File: config.mk
export PLATFORM = sky130hd
export DESIGN_NAME = point_in_convex_polygon_unit
export DESIGN_NICKNAME = d
export VERILOG_FILES = /design/src/hw/rtl/pcp_pkg.sv /design/src/hw/rtl/pcp_vertex_ram.sv /design/src/hw/rtl/pcp_cross_unit.sv /design/src/hw/rtl/point_in_convex_polygon_unit.sv
export SDC_FILE = /design/constraint.sdc
export NUM_CORES = 2
export LEC_CHECK = 0
export BUFFER_PORTS_ARGS = -buffer_cell sky130_fd_sc_hd__buf_2
export CORE_MARGIN = 2
export CORE_UTILIZATION = 60
export CTS_CLUSTER_DIAMETER = 100
export DETAILED_ROUTE_END_ITERATION = 16
export HOLD_SLACK_MARGIN = 0.02
export PLACE_DENSITY_LB_ADDON = 0.1
export SYNTH_ARGS = -nofsm -noshare
export SYNTH_HDL_FRONTEND = slang
export SYNTH_HIERARCHICAL = 1
export SYNTH_SLANG_ARGS = --single-unit
File: constraint.sdc
create_clock -name clock -period 9.2 [get_ports clock]
set_clock_uncertainty 0.15 [all_clocks]
set_input_delay 0.46 -clock clock [delete_from_list [all_inputs] [get_ports clock]]
set_output_delay 0.46 -clock clock [all_outputs]
set_load 0.01 [all_outputs]
File: src/hw/rtl/pcp_pkg.sv
// ----------------------------------------------------------------------------
// pcp_pkg
// Shared constants, request and status codes, and control structs of the
// point in convex polygon unit.
// ----------------------------------------------------------------------------
package pcp_pkg;

   // defaults of the top level parameters
   localparam int MAX_VERTICES_DEF = 64;
   localparam int COORD_BITS_DEF   = 16;

   // a query needs at least a triangle
   localparam int MIN_VERTICES = 3;

   localparam int REQ_W    = 2;
   localparam int STATUS_W = 2;

   // request codes
   localparam logic [REQ_W-1:0] REQ_CLEAR  = 2'd0;
   localparam logic [REQ_W-1:0] REQ_APPEND = 2'd1;
   localparam logic [REQ_W-1:0] REQ_QUERY  = 2'd2;

   // status codes
   localparam logic [STATUS_W-1:0] ST_OK   = 2'd0;
   localparam logic [STATUS_W-1:0] ST_FULL = 2'd1;
   localparam logic [STATUS_W-1:0] ST_FEW  = 2'd2;

   // commands to the shared cross product unit
   typedef struct packed {
      logic load_p;
      logic load_q;
   } pcp_mul_cmd_type;

   // sign of the finished cross product
   typedef struct packed {
      logic pos;
      logic neg;
   } pcp_sign_type;

endpackage

File: src/hw/rtl/pcp_vertex_ram.sv
// ----------------------------------------------------------------------------
// pcp_vertex_ram
// Vertex store: one write port, one read port with registered read data.
// ----------------------------------------------------------------------------
module pcp_vertex_ram #(
   parameter int DEPTH = 64,
   parameter int WIDTH = 32,
   localparam int ADDR_W = $clog2(DEPTH)
) (
   input  logic              clock,
   input  logic              wr_en,
   input  logic [ADDR_W-1:0] wr_addr,
   input  logic [WIDTH-1:0]  wr_data,
   input  logic              rd_en,
   input  logic [ADDR_W-1:0] rd_addr,
   output logic [WIDTH-1:0]  rd_data
);

   logic [WIDTH-1:0] mem [DEPTH];

   // write port
   always_ff @(posedge clock) begin
      if (wr_en) begin
         mem[wr_addr] <= wr_data;
      end
   end

   // registered read port
   always_ff @(posedge clock) begin
      if (rd_en) begin
         rd_data <= mem[rd_addr];
      end
   end

endmodule

File: src/hw/rtl/pcp_cross_unit.sv
// ----------------------------------------------------------------------------
// pcp_cross_unit
// Shared multiplier that builds both partial products of one cross product,
// one after the other, and gives the sign of their difference.
// ----------------------------------------------------------------------------
module pcp_cross_unit #(
   parameter int COORD_BITS = 16
) (
   input  logic                          clock,
   input  pcp_pkg::pcp_mul_cmd_type      cmd,
   input  logic signed [COORD_BITS:0]    op_a,
   input  logic signed [COORD_BITS:0]    op_b,
   output pcp_pkg::pcp_sign_type         sign
);
   import pcp_pkg::*;

   localparam int PROD_W = 2 * (COORD_BITS + 1);

   logic signed [PROD_W-1:0] prod;
   logic signed [PROD_W-1:0] p_ff;
   logic signed [PROD_W-1:0] q_ff;
   logic        [PROD_W:0]   diff;

   // one exact signed multiply per cycle
   assign prod = op_a * op_b;

   // capture first and second partial products
   always_ff @(posedge clock) begin
      if (cmd.load_p) begin
         p_ff <= prod;
      end
      if (cmd.load_q) begin
         q_ff <= prod;
      end
   end

   // sign of p - q, one bit wider so it cannot overflow
   assign diff     = {p_ff[PROD_W-1], p_ff} - {q_ff[PROD_W-1], q_ff};
   assign sign.neg = diff[PROD_W];
   assign sign.pos = !diff[PROD_W] && (diff != '0);

endmodule

File: src/hw/rtl/point_in_convex_polygon_unit.sv
// ----------------------------------------------------------------------------
// point_in_convex_polygon_unit
// Vertex list with a cross product sign test for point queries.
// ----------------------------------------------------------------------------
// Usage:
//   A request beat is taken at a rising edge with start high and busy low.
//   req_type selects clear, append of (req_x_coord, req_y_coord), or a
//   query of that point. Every request gives exactly one result beat:
//   rsp_strobe is high for one cycle with inside, status and vertex total.
//   Clear, append, unused codes and queries on fewer than three vertices
//   answer in the cycle after the request and leave busy low, so such
//   beats may be issued every cycle.
//   A query on n vertices walks every edge, the closing one last; each
//   vertex takes one read of the single vertex memory port and each edge
//   two passes through the shared multiplier. busy stays high during the
//   walk, which ends early when the point is found outside, and is low
//   again when the result beat is shown.
//   Reset empties the vertex list; the memory itself is not cleared, only
//   entries below the vertex count are ever read.
//   The receiver cannot stall: each result beat is shown for one cycle.
// ----------------------------------------------------------------------------
module point_in_convex_polygon_unit #(
   parameter int MAX_VERTICES = pcp_pkg::MAX_VERTICES_DEF,
   parameter int COORD_BITS   = pcp_pkg::COORD_BITS_DEF,
   localparam int CNT_W = $clog2(MAX_VERTICES + 1)
) (
   input  logic                         clock,
   input  logic                         reset,
   input  logic                         start,
   output logic                         busy,
   input  logic [pcp_pkg::REQ_W-1:0]    req_type,
   input  logic signed [COORD_BITS-1:0] req_x_coord,
   input  logic signed [COORD_BITS-1:0] req_y_coord,
   output logic                         rsp_strobe,
   output logic                         rsp_inside_res,
   output logic [pcp_pkg::STATUS_W-1:0] rsp_status,
   output logic [CNT_W-1:0]             rsp_vertex_total
);
   import pcp_pkg::*;

   localparam int ADDR_W = $clog2(MAX_VERTICES);
   localparam int VERT_W = 2 * COORD_BITS;
   localparam int OP_W   = COORD_BITS + 1;

   typedef enum logic [2:0] {
      S_IDLE,
      S_READ,
      S_CAPTURE,
      S_DIFF,
      S_MUL_P,
      S_MUL_Q,
      S_EVAL,
      S_CLOSE
   } state_type;

   state_type                state_ff;
   logic [CNT_W-1:0]         count_ff;
   logic [CNT_W-1:0]         count_last;
   logic [ADDR_W-1:0]        idx_ff;
   logic                     first_ff;
   logic                     closing_ff;
   logic                     ref_valid_ff;
   logic                     ref_pos_ff;
   logic [COORD_BITS-1:0]    px_ff;
   logic [COORD_BITS-1:0]    py_ff;
   logic [VERT_W-1:0]        prev_ff;
   logic [VERT_W-1:0]        cur_ff;
   logic [VERT_W-1:0]        first_v_ff;
   logic signed [OP_W-1:0]   dx_ff;
   logic signed [OP_W-1:0]   dy_ff;
   logic signed [OP_W-1:0]   ayp_ff;
   logic signed [OP_W-1:0]   axp_ff;
   logic                     rsp_strobe_ff;
   logic                     rsp_inside_ff;
   logic [STATUS_W-1:0]      rsp_status_ff;
   logic [CNT_W-1:0]         rsp_total_ff;

   logic                     accept;
   logic                     full;
   logic                     wr_en;
   logic                     rd_en;
   logic [VERT_W-1:0]        rd_data;
   logic [COORD_BITS-1:0]    ax;
   logic [COORD_BITS-1:0]    ay;
   logic [COORD_BITS-1:0]    bx;
   logic [COORD_BITS-1:0]    by;
   logic signed [OP_W-1:0]   dx_in;
   logic signed [OP_W-1:0]   dy_in;
   logic signed [OP_W-1:0]   ayp_in;
   logic signed [OP_W-1:0]   axp_in;
   logic signed [OP_W-1:0]   mul_a;
   logic signed [OP_W-1:0]   mul_b;
   pcp_mul_cmd_type          mul_cmd;
   pcp_sign_type             sign;
   logic                     outside;

   // handshake and store control
   assign busy       = (state_ff != S_IDLE);
   assign accept     = start && (state_ff == S_IDLE);
   assign full       = (count_ff >= CNT_W'(MAX_VERTICES));
   assign wr_en      = accept && (req_type == REQ_APPEND) && !full;
   assign rd_en      = (state_ff == S_READ);
   assign count_last = count_ff - CNT_W'(1);

   pcp_vertex_ram #(
      .DEPTH (MAX_VERTICES),
      .WIDTH (VERT_W)
   ) u_ram (
      .clock   (clock),
      .wr_en   (wr_en),
      .wr_addr (count_ff[ADDR_W-1:0]),
      .wr_data ({req_y_coord, req_x_coord}),
      .rd_en   (rd_en),
      .rd_addr (idx_ff),
      .rd_data (rd_data)
   );

   // edge from a (previous vertex) to b (current vertex)
   assign ax = prev_ff[COORD_BITS-1:0];
   assign ay = prev_ff[VERT_W-1:COORD_BITS];
   assign bx = cur_ff[COORD_BITS-1:0];
   assign by = cur_ff[VERT_W-1:COORD_BITS];

   // operand differences, one bit wider than the coordinates
   assign dx_in  = {bx[COORD_BITS-1], bx} - {ax[COORD_BITS-1], ax};
   assign dy_in  = {by[COORD_BITS-1], by} - {ay[COORD_BITS-1], ay};
   assign ayp_in = {ay[COORD_BITS-1], ay} - {py_ff[COORD_BITS-1], py_ff};
   assign axp_in = {ax[COORD_BITS-1], ax} - {px_ff[COORD_BITS-1], px_ff};

   // multiplier operand select: dx*(ay-py) first, then dy*(ax-px)
   assign mul_cmd.load_p = (state_ff == S_MUL_P);
   assign mul_cmd.load_q = (state_ff == S_MUL_Q);
   assign mul_a = mul_cmd.load_p ? dx_ff  : dy_ff;
   assign mul_b = mul_cmd.load_p ? ayp_ff : axp_ff;

   pcp_cross_unit #(
      .COORD_BITS (COORD_BITS)
   ) u_cross (
      .clock (clock),
      .cmd   (mul_cmd),
      .op_a  (mul_a),
      .op_b  (mul_b),
      .sign  (sign)
   );

   // strictly opposite sign to the first edge
   assign outside = ref_valid_ff && (ref_pos_ff ? sign.neg : sign.pos);

   // sequencer, list count and result registers
   always_ff @(posedge clock) begin
      if (reset) begin
         state_ff      <= S_IDLE;
         count_ff      <= '0;
         rsp_strobe_ff <= 1'b0;
      end else begin
         rsp_strobe_ff <= 1'b0;
         unique case (state_ff)
            S_IDLE: begin
               if (accept) begin
                  rsp_inside_ff <= 1'b0;
                  rsp_status_ff <= ST_OK;
                  rsp_total_ff  <= count_ff;
                  unique case (req_type)
                     REQ_CLEAR: begin
                        count_ff      <= '0;
                        rsp_total_ff  <= '0;
                        rsp_strobe_ff <= 1'b1;
                     end
                     REQ_APPEND: begin
                        if (full) begin
                           rsp_status_ff <= ST_FULL;
                        end else begin
                           count_ff     <= count_ff + CNT_W'(1);
                           rsp_total_ff <= count_ff + CNT_W'(1);
                        end
                        rsp_strobe_ff <= 1'b1;
                     end
                     REQ_QUERY: begin
                        if (count_ff < CNT_W'(MIN_VERTICES)) begin
                           rsp_status_ff <= ST_FEW;
                           rsp_strobe_ff <= 1'b1;
                        end else begin
                           px_ff        <= req_x_coord;
                           py_ff        <= req_y_coord;
                           idx_ff       <= count_last[ADDR_W-1:0];
                           first_ff     <= 1'b1;
                           closing_ff   <= 1'b0;
                           ref_valid_ff <= 1'b0;
                           state_ff     <= S_READ;
                        end
                     end
                     default: begin
                        rsp_strobe_ff <= 1'b1;
                     end
                  endcase
               end
            end
            S_READ: begin
               state_ff <= S_CAPTURE;
            end
            S_CAPTURE: begin
               prev_ff <= cur_ff;
               cur_ff  <= rd_data;
               if (first_ff) begin
                  first_ff   <= 1'b0;
                  first_v_ff <= rd_data;
                  idx_ff     <= idx_ff - ADDR_W'(1);
                  state_ff   <= S_READ;
               end else begin
                  state_ff <= S_DIFF;
               end
            end
            S_CLOSE: begin
               prev_ff    <= cur_ff;
               cur_ff     <= first_v_ff;
               closing_ff <= 1'b1;
               state_ff   <= S_DIFF;
            end
            S_DIFF: begin
               dx_ff    <= dx_in;
               dy_ff    <= dy_in;
               ayp_ff   <= ayp_in;
               axp_ff   <= axp_in;
               state_ff <= S_MUL_P;
            end
            S_MUL_P: begin
               state_ff <= S_MUL_Q;
            end
            S_MUL_Q: begin
               state_ff <= S_EVAL;
            end
            S_EVAL: begin
               if (!ref_valid_ff) begin
                  ref_valid_ff <= 1'b1;
                  ref_pos_ff   <= sign.pos;
               end
               priority if (outside) begin
                  rsp_inside_ff <= 1'b0;
                  rsp_strobe_ff <= 1'b1;
                  state_ff      <= S_IDLE;
               end else if (closing_ff) begin
                  rsp_inside_ff <= 1'b1;
                  rsp_strobe_ff <= 1'b1;
                  state_ff      <= S_IDLE;
               end else if (idx_ff == '0) begin
                  state_ff <= S_CLOSE;
               end else begin
                  idx_ff   <= idx_ff - ADDR_W'(1);
                  state_ff <= S_READ;
               end
            end
            default: begin
               state_ff <= S_IDLE;
            end
         endcase
      end
   end

   // result ports
   assign rsp_strobe       = rsp_strobe_ff;
   assign rsp_inside_res   = rsp_inside_ff;
   assign rsp_status       = rsp_status_ff;
   assign rsp_vertex_total = rsp_total_ff;

endmodule

* Word level (Yosys, flattened, before mapping)
Memories as Yosys holds them, arrays and structs flattened. A register that Yosys moved wholly into a read port is not among the register bits.
Index checks and enable logic that the tools add are counted.
** Word-level totals
- Bits in latches :: 0
- Memories :: 1
- Logic and storage cells :: 132
- Output and inout port bits :: 12
- Memory bits (writable) :: 2048
- Register bits after elaboration :: 295
- Memory bits (read-only) :: 0
** Memory list
- u_ram.mem :: words 64, bits a word 32, read ports 1, clocked after memory_dff 1, write ports 1, RTL line pcp_vertex_ram.sv:19 : logic [WIDTH-1:0] mem [DEPTH];
** Cells by class
- Add/subtract/negate cells :: 8
- Div/mod/pow operators :: 0
- Bitwise gates (word level) :: 3
- Multipliers :: 1
- Shift-type cells :: 0
- Mux-type cells :: 46
- Equality and inequality tests :: 17
- Magnitude comparators :: 2
- Reduce and logical (&&, ||, !) cells :: 32
** Operators with widths (count)
- $sub A16 B16 Y17 :: 4
- $pmux W32 S2 :: 1
- $mux W6 :: 7
- $reduce_bool A35 Y1 :: 1
- $sub A34 B34 Y35 :: 1
- $mul A17 B17 Y34 :: 1
- $mux W17 :: 2
- $pmux W3 S8 :: 1
- $reduce_and A5 Y1 :: 4
- $mux W1 :: 18
- $mux W3 :: 6
- $pmux W6 S3 :: 1
- $pmux W7 S2 :: 1
- $eq A3 B3 Y1 const B :: 4
- $ne A2 B2 Y1 const B :: 6
- $reduce_and A3 Y1 :: 4
- $sub A6 B1 Y6 const B :: 2
- $pmux W1 S2 :: 5
- $reduce_and A9 Y1 :: 1
- $reduce_and A2 Y1 :: 4
- $reduce_bool A2 Y1 :: 4
- $add A7 B1 Y7 const B :: 1
- $ge A7 B7 Y1 const B :: 1
- $lt A7 B2 Y1 const B :: 1
- other kinds (18) :: 28

* Logic depth before layout (Yosys ltp)
- Depth after elaboration :: 7
- Depth in mapped cells :: 29
- Gate-level depth less buffers :: 27

* Modules after synthesis
The synthesis kept the hierarchy.
** By module, submodules not included
- pcp_vertex_ram :: area each 79359.9 µm², cells each 3511, instances 1
- pcp_cross_unit :: area each 15346.0 µm², cells each 1625, instances 1
- point_in_convex_polygon_unit :: area each 11637.4 µm², cells each 915, instances 1

* Least setup slack after synthesis
Ideal clock, no wire load.
- Path kind :: register to register
- From :: reg state_ff[1]
- To :: reg u_cross.p_ff[33], data pin
- Stages on the path, launching flop included :: 28
- Slack :: 1.134 ns
- Arrival time :: 7.651 ns
- Path buffers :: 2
- Period minus slack after synthesis :: 8.066 ns
- Cell sequence :: dfxtp_1 > inv_1 > nand2_1 > nor2_2 > buf_2 > mux2_2 > clkbuf_1 > and2_1 > fa_1 > inv_1 > fa_1 > fa_1 > fa_1 > inv_1 > fa_1 > inv_1 > fa_1 > inv_1 > ha_1 > a21oi_1 > o22ai_1 > a31o_1 > o41a_1 > and3_1 > o41ai_2 > o2111ai_1 > a21oi_1 > xnor2_1
** RTL lines
- from (decl) :: RTL line point_in_convex_polygon_unit.sv:56 : state_type state_ff;
- from (signal assigned) :: RTL line point_in_convex_polygon_unit.sv:152 : state_ff <= S_IDLE;
- from (signal assigned) :: RTL line point_in_convex_polygon_unit.sv:189 : state_ff <= S_READ;
- from (signal assigned) :: RTL line point_in_convex_polygon_unit.sv:199 : state_ff <= S_CAPTURE;
- to (signal assigned) :: RTL line pcp_cross_unit.sv:30 : p_ff <= prod;
- to (decl) :: RTL line pcp_cross_unit.sv:20 : logic signed [PROD_W-1:0] p_ff;

* Worst setup path in the final report
- From :: reg state_ff[2]
- To :: reg u_cross.q_ff[33], data pin
** On the way
- Word-level cells in the longest chain between the ends :: 3
** Ends and longest elaborated chain
- $eq A3 B3 Y1 :: RTL line point_in_convex_polygon_unit.sv:131 : assign mul_cmd.load_p = (state_ff == S_MUL_P);
- $mux W17 :: RTL line point_in_convex_polygon_unit.sv:134 : assign mul_b = mul_cmd.load_p ? ayp_ff : axp_ff;
- named net mul_b[12] :: RTL line point_in_convex_polygon_unit.sv:92 : logic signed [OP_W-1:0] mul_b;
- $mul A17 B17 Y34 :: RTL line pcp_cross_unit.sv:25 : assign prod = op_a * op_b;
- named net u_cross.prod[33] :: RTL line pcp_cross_unit.sv:19 : logic signed [PROD_W-1:0] prod;
- to (signal assigned) :: RTL line pcp_cross_unit.sv:33 : q_ff <= prod;
- to (decl) :: RTL line pcp_cross_unit.sv:21 : logic signed [PROD_W-1:0] q_ff;
The timed path passes the listed nets, and every way through them passes these cells.
A chain may end at the register's enable or synchronous reset.

==> results.tsv <==
metric	value	unit
outcome	complete, no violations	
gpl congestion	0.8881	
row cnt	154	
initial antenna violation count	14	
routed len/inst	29.75	um
# DRC	0	
CP Max Fanout	17	
final worst slack	0.6788	ns
vias in the first global route	56500	
GRT Total Usage	0.2918	
Final min period	8.521	ns
Startpoint Class	flip-flop	
Iteration-0 DRC Markers	5683	
Num Clock Sinks	2375	
Routed Wire Length	260100	um
die width	425.0	um
WS Path Type	reg -> reg	
Crit path arrival time	8.96	ns
share of post-route cells with drive strength above 1	0.1762	
Mapped Area	0.1063	mm^2
Post-synth EDFFs	2364	
Avg Synthesized Cell Area	17.57	um^2
Max IR drop VDD	0.2368	mV
first-pass GRT wire length	380100	um
number of H-tree levels	4	
Total Neg Setup Slack	0	ns
prevailing post-synth register cell	edfxtp_1	
fill count	11890	
most frequent cells in the layout	edfxtp_1, inv_1, mux4_2, fa_1, clkbuf_16	
Post-DP HPWL	157900	um
worst skew pair latency	0.87	ns
Setup Buffers After CTS	0	
# Max-Cap Violations	0	
largest net degree at the start of global routing	133	
Pwr Density	206.6	mW/mm^2
Critical Path RT	9.64	ns
DRT Pass-1 Iters	5	
fin crit share	0.9262	
CTS max path bufs	3	
Distinct cells, synth	94	
Final Hold Fails	0	
CP endpoint kind	flip-flop	
Synth top area share	0.6675	
Finish-stage setup viols	0	
dpl ws	0.7284	ns
Mapped Nets	6578	
Worst Max-Slew Pin Slew	1.249	ns
Cells after Synth	6051	
FF+latch count, synth	2375	
Placed Cells incl. Taps	8307	
cts bufs inserted	229	
vias per std cell	6.440	
Worst-path clk slew	0.06	ns
WHS	0.1108	ns
area growth from synthesis to layout	9.984	%
Final ANT Viol Nets	0	
core area	0.1761	mm^2
Hold WC Path Type	in -> reg	
TritonCTS clock tree	built	
Overflow after GRT	0	
Rel. slew slack	0.1674	
Seq/Total Area, Yosys	0.6696	
# port buffers	48	
Design Power	24.16	mW
YS warnings	6	
area leader, netlist	edfxtp_1	
die height	425.0	um
leakage	40.19	nW
CTS root buf	clkbuf_16	
fraction of registers with async set/reset	0	
Pins Over Slew Limit	0	
leading cell type in the layout, fill and taps excluded	edfxtp_1	
via count	56300	
maximum clock frequency	117.4	MHz
RSZ-0062 raised after global routing	false	
non-filler cells, final	8741	
I/O pin count	49	
Die Footprint	0.1806	mm^2
top cells by area, synth	edfxtp_1, mux4_2, fa_1	
Nets	6729	
Initial Util	0.6038	
stage by stage:
stage                     utilization  instance area, um^2
after global placement         0.6225               109600
after CTS                      0.6640               116900
after floorplan                     -               106300
final                          0.6641               117000
after global routing           0.6640               116900
after detailed placement       0.6225               109600
layout make-up:
cell class	instances	area [um^2]	share of cell area
inverters	484	1817	0.01553
diodes	6	15.01	0.0001284
clock inverters	140	1325	0.01133
flip-flops and latches	2375	71210	0.6088
repair buffers	184	1371	0.01172
well taps	2340	2928	0.02503
clock buffers	284	5958	0.05094
multi-input cells	2928	32340	0.2765
cell usage after synthesis (all sizes together) (47+ instances only):
master	count
mux2i	198
nand3	72
clkbuf	125
edfxtp	2364
a21oi	127
nor2	203
nand2	216
and2	162
buf	139
a22oi	127
o22ai	47
mux2	67
o21ai	97
fa	301
xnor2	64
mux4	446
nor2b	51
ha	189
inv	484
cell families after synthesis:
family                   Yosys count  share of synthesized area
adder cells (fa/ha/maj)          490                    0.07890
AND/OR/NAND/NOR                  893                    0.04211
XOR/XNOR                          92                   0.007577
multiplexers                     711                     0.1202
buffers and inverters            748                    0.03150
AO/OA/AOI/OAI                    742                    0.05012
flip-flops                      2375                     0.6696
what timing repair did:
| action | CTS | global route |
|---|---|---|
| resized for setup | 0 | 0 |
| hold buffers | 4 | 0 |
| hold endpoints to repair | 14 | 0 |
worst max-delay path, stage by stage, from the launching register on:
cell and delay (ns):
dfxtp_1 0.57, nand2_1 0.22, nor2_4 0.55, buf_4 0.30, mux2_2 0.53, and2_1 0.25, fa_1 0.51, inv_1 0.05
fa_1 0.47, inv_1 0.05, fa_1 0.50, fa_1 0.54, fa_1 0.60, inv_1 0.07, fa_1 0.53, inv_1 0.04
ha_1 0.35, a21oi_1 0.16, o21ai_0 0.17, o41a_1 0.41, and3_1 0.25, o41ai_2 0.44, o2111ai_1 0.18, a21oi_1 0.20
xnor2_1 0.10
worst paths after layout:
path | startpoint | to | slack (ns) | depth (start not counted)
hold / removal | req_x_coord[0] | u_ram/mem[25][0] | 0.11 | 2
hold reg to reg | u_ram/rd_data[13] | first_v_ff[13] | 0.30 | 0
setup / recovery | state_ff[2] | u_cross/q_ff[33] | 0.68 | 24
setup reg to reg | state_ff[2] | u_cross/q_ff[33] | 0.68 | 24
report_power, final:
group / internal [mW] / switching, mW
combinational: 1.13 / 1.78
sequential: 12.1 / 0.0461
clock: 5.10 / 3.97
total: 18.4 / 5.79
per-layer routing:
metal | track usage | up-vias | share of wire | wire, um
met5 | 0 | - | 0.000092 | 24
met4 | 0.08499 | 4 | 0.030 | 7731
met3 | 0.05009 | 441 | 0.083 | 21680
met2 | 0.4720 | 2449 | 0.49 | 127400
met1 | 0.4143 | 29620 | 0.40 | 103300
li1 | - | 23780 | - | -
sequential cells by signal, summed over array words and instances, names as in the netlist, 16 cells and up:
| signal | cells |
|---|---|
| dy_ff | 17 |
| ayp_ff | 17 |
| first_v_ff | 32 |
| py_ff | 16 |
| prev_ff | 32 |
| axp_ff | 17 |
| cur_ff | 32 |
| u_cross/q_ff | 34 |
| dx_ff | 17 |
| u_ram/mem | 2048 |
| u_ram/rd_data | 32 |
| px_ff | 16 |
| u_cross/p_ff | 34 |
No activity file was read; power rests on OpenSTA's default activity.
